===== config.mk =====
export PLATFORM = sky130hd
export DESIGN_NAME = multi_slot_software_timer_core
export DESIGN_NICKNAME = d
export VERILOG_FILES = /design/src/rtl/tmr_pkg.sv /design/src/rtl/multi_slot_software_timer_core.sv /design/src/rtl/tmr_alu.sv /design/src/rtl/tmr_bank.sv
export SDC_FILE = /design/constraint.sdc
export NUM_CORES = 2
export LEC_CHECK = 0
export BUFFER_PORTS_ARGS = -buffer_cell sky130_fd_sc_hd__buf_2
export CAP_MARGIN = 20
export CORE_MARGIN = 5
export CORE_UTILIZATION = 35
export DETAILED_ROUTE_END_ITERATION = 16
export GPL_TIMING_DRIVEN = 0
export PLACE_DENSITY = 0.61
export SYNTH_ARGS = -nofsm -noshare
export SYNTH_HDL_FRONTEND = slang
export SYNTH_HIERARCHICAL = 1
export SYNTH_SLANG_ARGS = --single-unit

===== constraint.sdc =====
create_clock -name clock -period 7 [get_ports clock]
set_input_delay 0.35 -clock clock [delete_from_list [all_inputs] [get_ports clock]]
set_output_delay 0.35 -clock clock [all_outputs]
set_load 0.1 [all_outputs]

===== src/rtl/tmr_pkg.sv =====
// Shared types and constants for the timer bank.
// Used by tmr_alu, tmr_bank and multi_slot_software_timer_core.
`timescale 1ns / 1ps

package tmr_pkg;

   // Bank geometry
   localparam int NUM_TIMERS = 8;
   localparam int SLOT_W     = 3;
   localparam int TIME_W     = 32;
   localparam int MASK_W     = 8;

   // Request opcodes
   localparam logic [1:0] OP_START   = 2'd0;
   localparam logic [1:0] OP_STOP    = 2'd1;
   localparam logic [1:0] OP_RESTART = 2'd2;
   localparam logic [1:0] OP_TICK    = 2'd3;

   // Response kinds
   localparam logic KIND_ACK    = 1'b0;
   localparam logic KIND_EXPIRE = 1'b1;

   // Sequencer states
   typedef enum logic [2:0] {
      ST_IDLE,
      ST_CMD,
      ST_ACK,
      ST_TCHK,
      ST_TADV,
      ST_EMIT
   } state_type;

   // Slot bank write request
   typedef struct packed {
      logic              we_deadline;
      logic              we_interval;
      logic              we_periodic;
      logic              set_active;
      logic              clr_active;
      logic [SLOT_W-1:0] idx;
      logic [TIME_W-1:0] deadline;
      logic [TIME_W-1:0] interval;
      logic              periodic;
   } bank_wr_type;

   // Slot bank read data at the current address
   typedef struct packed {
      logic              active;
      logic              periodic;
      logic [TIME_W-1:0] interval;
      logic [TIME_W-1:0] deadline;
   } bank_rd_type;

endpackage


===== src/rtl/multi_slot_software_timer_core.sv =====
// Timer bank top level: sequencer around one shared add/subtract unit.
// Start/stop/restart: the request passes ST_CMD, then ST_ACK registers the ack; the next
// request is taken back in ST_IDLE. Tick: ST_TCHK checks each slot in turn, with an ST_TADV
// step after each due periodic slot, then ST_EMIT scans slot indices up to the last due slot.
// Output stalls hold ST_ACK and ST_EMIT. Synchronous active-high reset clears all slot state.
// Depends on tmr_pkg, tmr_alu, tmr_bank.
`timescale 1ns / 1ps

module multi_slot_software_timer_core
   import tmr_pkg::*;
(
   input  logic              clock,
   input  logic              reset,
   input  logic              req_valid,
   output logic              req_ready,
   input  logic [1:0]        req_op,
   input  logic [SLOT_W-1:0] req_slot,
   input  logic [TIME_W-1:0] req_interval,
   input  logic              req_repeat_mode,
   input  logic [TIME_W-1:0] req_now,
   output logic              rsp_valid,
   input  logic              rsp_ready,
   output logic              rsp_kind,
   output logic [SLOT_W-1:0] rsp_expired_slot,
   output logic [MASK_W-1:0] rsp_active_mask,
   output logic              rsp_last
);

   state_type             state_ff, state_in;
   logic [1:0]            op_ff, op_in;
   logic [SLOT_W-1:0]     slot_ff, slot_in;
   logic [TIME_W-1:0]     ivl_ff, ivl_in;
   logic                  rep_ff, rep_in;
   logic [TIME_W-1:0]     now_ff, now_in;
   logic [SLOT_W-1:0]     idx_ff, idx_in;
   logic [NUM_TIMERS-1:0] due_ff, due_in;
   logic                  rsp_valid_ff, rsp_valid_in;
   logic                  kind_ff, kind_in;
   logic [SLOT_W-1:0]     oslot_ff, oslot_in;
   logic [MASK_W-1:0]     omask_ff, omask_in;
   logic                  olast_ff, olast_in;

   logic [TIME_W-1:0]     alu_a, alu_b, alu_y;
   logic                  alu_sub, alu_neg;
   logic [SLOT_W-1:0]     bank_idx;
   bank_rd_type           bank_rd;
   bank_wr_type           bank_wr;
   logic [MASK_W-1:0]     mask;
   logic                  out_free;
   logic                  slot_ok;
   logic                  walk_done;
   logic                  more_due;

   tmr_alu u_alu (
      .op_a     (alu_a),
      .op_b     (alu_b),
      .sub      (alu_sub),
      .result   (alu_y),
      .negative (alu_neg)
   );

   tmr_bank u_bank (
      .clock       (clock),
      .reset       (reset),
      .rd_idx      (bank_idx),
      .rd_data     (bank_rd),
      .wr          (bank_wr),
      .active_mask (mask)
   );

   assign req_ready = (state_ff == ST_IDLE);
   assign out_free  = !rsp_valid_ff || rsp_ready;
   assign slot_ok   = (32'(slot_ff) < NUM_TIMERS);
   assign walk_done = (idx_ff == SLOT_W'(NUM_TIMERS - 1));
   assign more_due  = |((due_ff >> idx_ff) >> 1);
   assign bank_idx  = (state_ff == ST_TCHK || state_ff == ST_TADV) ? idx_ff : slot_ff;

   // Sequencer: next state, datapath control and output register
   always_comb begin
      state_in     = state_ff;
      op_in        = op_ff;
      slot_in      = slot_ff;
      ivl_in       = ivl_ff;
      rep_in       = rep_ff;
      now_in       = now_ff;
      idx_in       = idx_ff;
      due_in       = due_ff;
      rsp_valid_in = rsp_valid_ff && !rsp_ready;
      kind_in      = kind_ff;
      oslot_in     = oslot_ff;
      omask_in     = omask_ff;
      olast_in     = olast_ff;

      alu_a   = now_ff;
      alu_b   = bank_rd.deadline;
      alu_sub = 1'b1;

      bank_wr          = '0;
      bank_wr.idx      = bank_idx;
      bank_wr.deadline = alu_y;
      bank_wr.interval = ivl_ff;
      bank_wr.periodic = rep_ff;

      case (state_ff)
         ST_IDLE: begin
            if (req_valid) begin
               op_in  = req_op;
               slot_in = req_slot;
               ivl_in = req_interval;
               rep_in = req_repeat_mode;
               now_in = req_now;
               idx_in = '0;
               due_in = '0;
               state_in = (req_op == OP_TICK) ? ST_TCHK : ST_CMD;
            end
         end

         // Command update: start/restart set deadline = now + interval, stop clears active
         ST_CMD: begin
            alu_a   = now_ff;
            alu_b   = (op_ff == OP_START) ? ivl_ff : bank_rd.interval;
            alu_sub = 1'b0;
            if (slot_ok) begin
               case (op_ff)
                  OP_START: begin
                     bank_wr.we_interval = 1'b1;
                     bank_wr.we_periodic = 1'b1;
                     bank_wr.we_deadline = 1'b1;
                     bank_wr.set_active  = 1'b1;
                  end
                  OP_STOP: begin
                     bank_wr.clr_active = 1'b1;
                  end
                  OP_RESTART: begin
                     bank_wr.we_deadline = 1'b1;
                     bank_wr.set_active  = 1'b1;
                  end
                  default: begin
                  end
               endcase
            end
            state_in = ST_ACK;
         end

         // Acknowledge with the updated mask
         ST_ACK: begin
            if (out_free) begin
               rsp_valid_in = 1'b1;
               kind_in      = KIND_ACK;
               oslot_in     = slot_ff;
               omask_in     = mask;
               olast_in     = 1'b1;
               state_in     = ST_IDLE;
            end
         end

         // Due check: sign of (now - deadline)
         ST_TCHK: begin
            alu_a   = now_ff;
            alu_b   = bank_rd.deadline;
            alu_sub = 1'b1;
            if (bank_rd.active && !alu_neg) begin
               due_in[idx_ff] = 1'b1;
            end
            if (bank_rd.active && !alu_neg && bank_rd.periodic) begin
               state_in = ST_TADV;
            end else begin
               if (bank_rd.active && !alu_neg) begin
                  bank_wr.clr_active = 1'b1;
               end
               if (walk_done) begin
                  idx_in   = '0;
                  state_in = ST_EMIT;
               end else begin
                  idx_in = idx_ff + 1'b1;
               end
            end
         end

         // Periodic advance: deadline += interval
         ST_TADV: begin
            alu_a   = bank_rd.deadline;
            alu_b   = bank_rd.interval;
            alu_sub = 1'b0;
            bank_wr.we_deadline = 1'b1;
            if (walk_done) begin
               idx_in   = '0;
               state_in = ST_EMIT;
            end else begin
               idx_in   = idx_ff + 1'b1;
               state_in = ST_TCHK;
            end
         end

         // Emit one expiry per due slot, ascending
         ST_EMIT: begin
            if (due_ff == '0) begin
               state_in = ST_IDLE;
            end else if (due_ff[idx_ff]) begin
               if (out_free) begin
                  rsp_valid_in = 1'b1;
                  kind_in      = KIND_EXPIRE;
                  oslot_in     = idx_ff;
                  omask_in     = mask;
                  olast_in     = !more_due;
                  if (more_due) begin
                     idx_in = idx_ff + 1'b1;
                  end else begin
                     state_in = ST_IDLE;
                  end
               end
            end else begin
               idx_in = idx_ff + 1'b1;
            end
         end

         default: begin
            state_in = ST_IDLE;
         end
      endcase
   end

   // Control registers
   always_ff @(posedge clock) begin
      if (reset) begin
         state_ff     <= ST_IDLE;
         rsp_valid_ff <= 1'b0;
         idx_ff       <= '0;
         due_ff       <= '0;
      end else begin
         state_ff     <= state_in;
         rsp_valid_ff <= rsp_valid_in;
         idx_ff       <= idx_in;
         due_ff       <= due_in;
      end
   end

   // Request and response payload registers
   always_ff @(posedge clock) begin
      op_ff    <= op_in;
      slot_ff  <= slot_in;
      ivl_ff   <= ivl_in;
      rep_ff   <= rep_in;
      now_ff   <= now_in;
      kind_ff  <= kind_in;
      oslot_ff <= oslot_in;
      omask_ff <= omask_in;
      olast_ff <= olast_in;
   end

   assign rsp_valid        = rsp_valid_ff;
   assign rsp_kind         = kind_ff;
   assign rsp_expired_slot = oslot_ff;
   assign rsp_active_mask  = omask_ff;
   assign rsp_last         = olast_ff;

endmodule


===== src/rtl/tmr_alu.sv =====
// Shared 32-bit add/subtract unit for the timer bank.
// Depends on tmr_pkg.
`timescale 1ns / 1ps

module tmr_alu
   import tmr_pkg::*;
(
   input  logic [TIME_W-1:0] op_a,
   input  logic [TIME_W-1:0] op_b,
   input  logic              sub,
   output logic [TIME_W-1:0] result,
   output logic              negative
);

   // Modulo 2^32 add or subtract; sign bit used for wrap-safe compare
   always_comb begin
      if (sub) begin
         result = op_a - op_b;
      end else begin
         result = op_a + op_b;
      end
      negative = result[TIME_W-1];
   end

endmodule


===== src/rtl/tmr_bank.sv =====
// Slot state storage: active, periodic, interval and deadline per slot.
// Depends on tmr_pkg.
`timescale 1ns / 1ps

module tmr_bank
   import tmr_pkg::*;
(
   input  logic              clock,
   input  logic              reset,
   input  logic [SLOT_W-1:0] rd_idx,
   output bank_rd_type       rd_data,
   input  bank_wr_type       wr,
   output logic [MASK_W-1:0] active_mask
);

   logic [NUM_TIMERS-1:0] active_ff;
   logic [NUM_TIMERS-1:0] active_in;
   logic [NUM_TIMERS-1:0] periodic_ff;
   logic [NUM_TIMERS-1:0] periodic_in;
   logic [TIME_W-1:0]     interval_ff [NUM_TIMERS];
   logic [TIME_W-1:0]     interval_in [NUM_TIMERS];
   logic [TIME_W-1:0]     deadline_ff [NUM_TIMERS];
   logic [TIME_W-1:0]     deadline_in [NUM_TIMERS];

   // Single write port
   always_comb begin
      active_in   = active_ff;
      periodic_in = periodic_ff;
      interval_in = interval_ff;
      deadline_in = deadline_ff;
      if (wr.set_active) begin
         active_in[wr.idx] = 1'b1;
      end
      if (wr.clr_active) begin
         active_in[wr.idx] = 1'b0;
      end
      if (wr.we_periodic) begin
         periodic_in[wr.idx] = wr.periodic;
      end
      if (wr.we_interval) begin
         interval_in[wr.idx] = wr.interval;
      end
      if (wr.we_deadline) begin
         deadline_in[wr.idx] = wr.deadline;
      end
   end

   always_ff @(posedge clock) begin
      if (reset) begin
         active_ff   <= '0;
         periodic_ff <= '0;
         for (int i = 0; i < NUM_TIMERS; i++) begin
            interval_ff[i] <= '0;
            deadline_ff[i] <= '0;
         end
      end else begin
         active_ff   <= active_in;
         periodic_ff <= periodic_in;
         interval_ff <= interval_in;
         deadline_ff <= deadline_in;
      end
   end

   // Single read address
   always_comb begin
      rd_data.active   = active_ff[rd_idx];
      rd_data.periodic = periodic_ff[rd_idx];
      rd_data.interval = interval_ff[rd_idx];
      rd_data.deadline = deadline_ff[rd_idx];
   end

   assign active_mask = MASK_W'(active_ff);

endmodule


==> flow_summary.rst <==
.. list-table::
   :header-rows: 1

   * - Metric
     - Value
   * - Post-Route Skew
     - 0.0273 ns
   * - Highest achievable clock rate
     - 0.139 GHz
   * - Final non-filler cell area
     - approximately 36000 µm²
   * - Number of warnings reported in the yosys synthesis log
     - 6
   * - Number of cell instances on the worst register-to-register path
     - 30
   * - Most frequent cells in the layout
     - sky130_fd_sc_hd__nand2_1 (1153), sky130_fd_sc_hd__a21oi_1 (573), sky130_fd_sc_hd__dfxtp_1 (540)
   * - Total of buffers placed on input and output ports
     - 88
   * - Worst setup path endpoint
     - state_ff[2]
   * - Hold path start
     - rsp_ready
   * - Worst reg2reg setup slack
     - -0.17 ns
   * - Clock network latency to the later pin of the worst-skew pair
     - approximately 0.62 ns
   * - Hold WC Path Type
     - input pin to flop
   * - Worst endpoint required time
     - roughly 7.5 ns
   * - Status
     - finished with violations
   * - Share of synthesized cell area in and, or, nand and nor gates
     - 18.9%
   * - CTS tree
     - built
   * - Clock period minus final worst setup slack
     - 7.17 ns
   * - Number of endpoints with negative hold slack in the final report
     - 0
   * - Post-DP Area
     - approximately 32000 µm²
   * - Drt via density
     - 5.38
   * - Combinational family with the most area after synthesis
     - simple AND/OR/NAND/NOR gates
   * - Global-route wire length before repair
     - 151000 µm
   * - Number of synthesized flops with an enable pin
     - just over 80
   * - Number of core rows
     - 107
   * - Synthesized area per cell
     - 8.83 µm²
   * - Clock network power share
     - 26.6%
   * - Number of synthesized register bits
     - about 630
   * - Area fraction in compound gates after synthesis
     - between 10% and 20%
   * - Max transition margin
     - 30.2%
   * - Wire per inst
     - 20.9 µm
   * - Total CTS buffers
     - slightly below 70
   * - Clk Tree Root Cell
     - sky130_fd_sc_hd__clkbuf_16
   * - Overflow left after global routing
     - 0
   * - Power per unit of standard cell area
     - 386 nW/µm²
   * - Synthesized-area fraction occupied by xor and xnor cells
     - 1.57%
   * - Number of global-route vias before repair
     - ~25000
   * - Net count of the finished layout
     - 3802
   * - Internal cell power
     - 0.00828 W
   * - Area added between synthesis and finish
     - 19.7%
   * - Slowest stage cell on the critical path
     - sky130_fd_sc_hd__or4_4
   * - Final setup margin
     - -0.169 ns
   * - Y dimension of the die
     - 303 µm
   * - Crit path max fanout
     - 10
   * - Synth cell types
     - 88
   * - Proportion of power drawn by flip-flops and latches
     - 29.5%
   * - Total of endpoints with negative setup slack in the final report
     - 8
   * - Switching share of total power
     - 40.3%
   * - Number of logic stages on the critical path including buffering
     - 30
   * - HPWL after detailed placement
     - 70400 µm
   * - Reg-to-reg startpoint
     - state_ff[0]
   * - Leakage power total
     - 12.9 nW
   * - Type of element capturing the critical path
     - flop
   * - Buf/Inv on CP
     - 6
   * - Fill cell count
     - 8409
   * - Via count
     - 26300
   * - Worst IR Drop VDD
     - about 0.31 mV
   * - Deepest clock path buffer count
     - 3
   * - Number of nets in the synthesized netlist
     - 3513
   * - H-Tree Level Count
     - 3
   * - Number of nets still failing antenna checks after routing
     - 0
   * - End of the worst register-to-register path
     - state_ff[2]
   * - Summed instance area of the synthesized netlist
     - 30100 µm²
   * - Effective utilization at floorplan
     - 35.3%
   * - Failing checks
     - negative setup slack
   * - Slew Limit Fails
     - 0
   * - Pin count of the biggest net entering global routing
     - 40
   * - Setup WS pre-CTS
     - -2.58 ns
   * - Routability congestion estimate
     - around 0.95
   * - Total clock sinks
     - around 630
   * - Number of antenna violations at the first check in global routing
     - 0
   * - DRC violation total after the first TritonRoute iteration
     - about 3000
   * - Critical Path Source Type
     - flop
   * - Total routing resource utilization after global routing
     - 21.5%
   * - Setup repair after global routing missed its margin
     - true
   * - Post-route core utilization
     - 42.3%
   * - Antenna fix cells
     - 0
   * - Endpoint arrival time on the critical path
     - 7.71 ns
   * - Tcrit/Tclk final
     - 102%
   * - Critical path start-end classification
     - flop to flop
   * - IO Pins
     - 89
   * - Critical Path Source
     - state_ff[0]
   * - Fraction of power consumed by combinational cells
     - between 40 and 50%
   * - Layout cells sized above 1
     - 20.2%
   * - Cell count after synthesis
     - 3404
   * - Critical path's largest stage delay
     - 0.55 ns
   * - Reg clk slew, reported paths
     - 0.06 ns
   * - Cell class contributing the biggest share of worst-path delay
     - simple AND/OR/NAND/NOR gates
   * - Die outline area
     - 91800 µm²
   * - Total power consumption of the routed design
     - 0.0139 W
   * - Slew at the pin closest to its max-slew limit
     - 1.05 ns
   * - Final hold slack
     - 0.113 ns
   * - Synthesized-area fraction occupied by adder cells
     - between 1 and 1.5%
   * - Sw power
     - around 0.0056 W
   * - Async SR Flop Fraction
     - 0%
   * - Mux share of post-synthesis cell area
     - 13.8%
   * - Die X
     - ~300 µm
   * - DRT Pass-1 Iters
     - 8
   * - Remaining routing DRC violations
     - 0
   * - Core Footprint
     - about 85000 µm²
   * - MaxCap Viol Count
     - 0
   * - Most common library cell in the layout ignoring fill and taps
     - sky130_fd_sc_hd__nand2_1
   * - Most common flop cell mapped by yosys
     - sky130_fd_sc_hd__dfxtp_1
   * - Final wirelength
     - 102000 µm
   * - Share of the yosys chip area belonging to registers
     - 44.5%
==> synthesized netlist by cell type (3+ instances only) <==
master	count	share of area (%)
sky130_fd_sc_hd__nor4bb_1	5	0.17
sky130_fd_sc_hd__nand4b_1	7	0.20
sky130_fd_sc_hd__a222oi_1	32	1.1
sky130_fd_sc_hd__inv_2	4	0.050
sky130_fd_sc_hd__a211oi_1	10	0.25
sky130_fd_sc_hd__nand4bb_1	6	0.22
sky130_fd_sc_hd__o21bai_1	8	0.20
sky130_fd_sc_hd__mux4_2	128	9.6
sky130_fd_sc_hd__or3_1	7	0.15
sky130_fd_sc_hd__nand4_1	13	0.27
sky130_fd_sc_hd__nand3b_1	5	0.12
sky130_fd_sc_hd__xor2_1	12	0.35
sky130_fd_sc_hd__a31oi_1	10	0.21
sky130_fd_sc_hd__a21oi_1	579	9.6
sky130_fd_sc_hd__clkbuf_1	120	1.5
sky130_fd_sc_hd__mux2_4	66	3.3
sky130_fd_sc_hd__inv_1	52	0.65
sky130_fd_sc_hd__buf_2	187	3.1
sky130_fd_sc_hd__buf_12	7	0.47
sky130_fd_sc_hd__a311oi_1	5	0.15
sky130_fd_sc_hd__and2_1	4	0.083
sky130_fd_sc_hd__o21a_1	14	0.35
sky130_fd_sc_hd__a21o_1	16	0.40
sky130_fd_sc_hd__mux4_1	6	0.52
sky130_fd_sc_hd__nor2b_1	13	0.27
sky130_fd_sc_hd__buf_4	9	0.22
sky130_fd_sc_hd__o31ai_1	6	0.15
sky130_fd_sc_hd__ha_1	34	1.4
sky130_fd_sc_hd__mux2i_1	5	0.17
sky130_fd_sc_hd__nand3_1	10	0.17
sky130_fd_sc_hd__buf_6	4	0.15
sky130_fd_sc_hd__nand2_1	1157	14
sky130_fd_sc_hd__o21ai_0	22	0.37
sky130_fd_sc_hd__dfxtp_1	543	36
sky130_fd_sc_hd__xnor2_1	42	1.2
sky130_fd_sc_hd__nor3_1	17	0.28
sky130_fd_sc_hd__nand2b_1	14	0.29
sky130_fd_sc_hd__and4b_1	7	0.23
sky130_fd_sc_hd__and3_1	7	0.15
sky130_fd_sc_hd__edfxtp_1	83	8.3
sky130_fd_sc_hd__a221oi_1	5	0.15
sky130_fd_sc_hd__nor2_1	57	0.71
sky130_fd_sc_hd__nor4_1	5	0.10
sky130_fd_sc_hd__and4_1	3	0.087
==> registers in the layout, summed over array words and instances, names as in the netlist, 2 cells and up <==
signal and cells:
due_ff 8, idx_ff 3, ivl_ff 32, now_ff 32, op_ff 2, rsp_active_mask 8, rsp_expired_slot 3, slot_ff 3
state_ff 3, u_bank/active_mask 8, u_bank/deadline_ff 256, u_bank/interval_ff 256, u_bank/periodic_ff 8
==> logic make-up (layout without fill, tap and decap cells) <==
logic type,count (synthesis),count (layout)
and+or+nand+nor,1364,1364
AOI/OAI and AO/OA,730,730
DFF,626,626
buffers and inverters,385,727
muxes,210,210
xor gates and xnor gates,54,54
adders and majority gates,35,35
==> layout make-up <==
class	instances	area, µm²	area share [%]
plain buffers	322	1790	4.97
multi-input cells	2393	15200	42.3
well taps	1144	1430	3.98
repair buffers	226	1690	4.70
clock buffers	87	1870	5.19
flip-flops and latches	626	13400	37.2
inverters	56	210	0.584
clock inverters	36	400	1.11
==> worst reg2reg max path, delay by kind of cell, from the launching register on <==
family          cells  cell delay, ns
compound gates      9            2.17
xor+xnor            2            0.36
fa+ha+maj           1            0.21
buf+inv             6            1.01
flops               1            0.35
mux                 2            0.83
simple gates       10            2.19
==> timing repair <==
item,in CTS,in global routing
gates cloned,0,0
endpoints found under the hold margin,70,0
gates resized for setup,94,54
setup endpoints to repair,230,95
pin swaps,21,41
setup buffers,41,26
hold buffers,70,0
==> how the worst min path moves through the flow <==
stage               cells past startpoint                      to
floorplan                               0      rsp_active_mask[6]
detailed placement                      2  u_bank/interval_ff[19]
CTS                                     3               rsp_valid
finish                                  3               rsp_valid
global route                            3               rsp_valid
global placement                        2  u_bank/interval_ff[71]
==> power by group through the flow <==
| stage | Combinational, W | Clock [W] | Sequential (W) |
|---|---|---|---|
| 3_5_place_dp | 0.00527 | 0 | 0.00415 |
| 2_1_floorplan | 0.00363 | 0 | 0.00418 |
| 6_report | 0.00609 | 0.00370 | 0.00409 |
| 3_3_place_gp | 0.00525 | 0 | 0.00417 |
| 4_1_cts | 0.00567 | 0.00376 | 0.00408 |
| 5_1_grt | 0.00647 | 0.00390 | 0.00410 |
==> stage by stage <==
stage                     cells  TNS (ns)
final                      4890    -0.523
after global routing       4890     -5.98
after CTS                  4865    -0.305
after detailed placement   4637   -257.62
after global placement     4636   -244.91
after floorplan            3404         0
==> layer usage <==
metal	GRT usage, %	part of all wire (%)	wire, µm	up-vias
met2	32.4	43	44400	1138
met5	0	0	0	-
met3	4.14	9.4	9590	177
li1	-	-	-	12200
met1	31.2	44	45200	12700
met4	6.72	3.2	3240	0
Power figures use the tool's default switching activity.
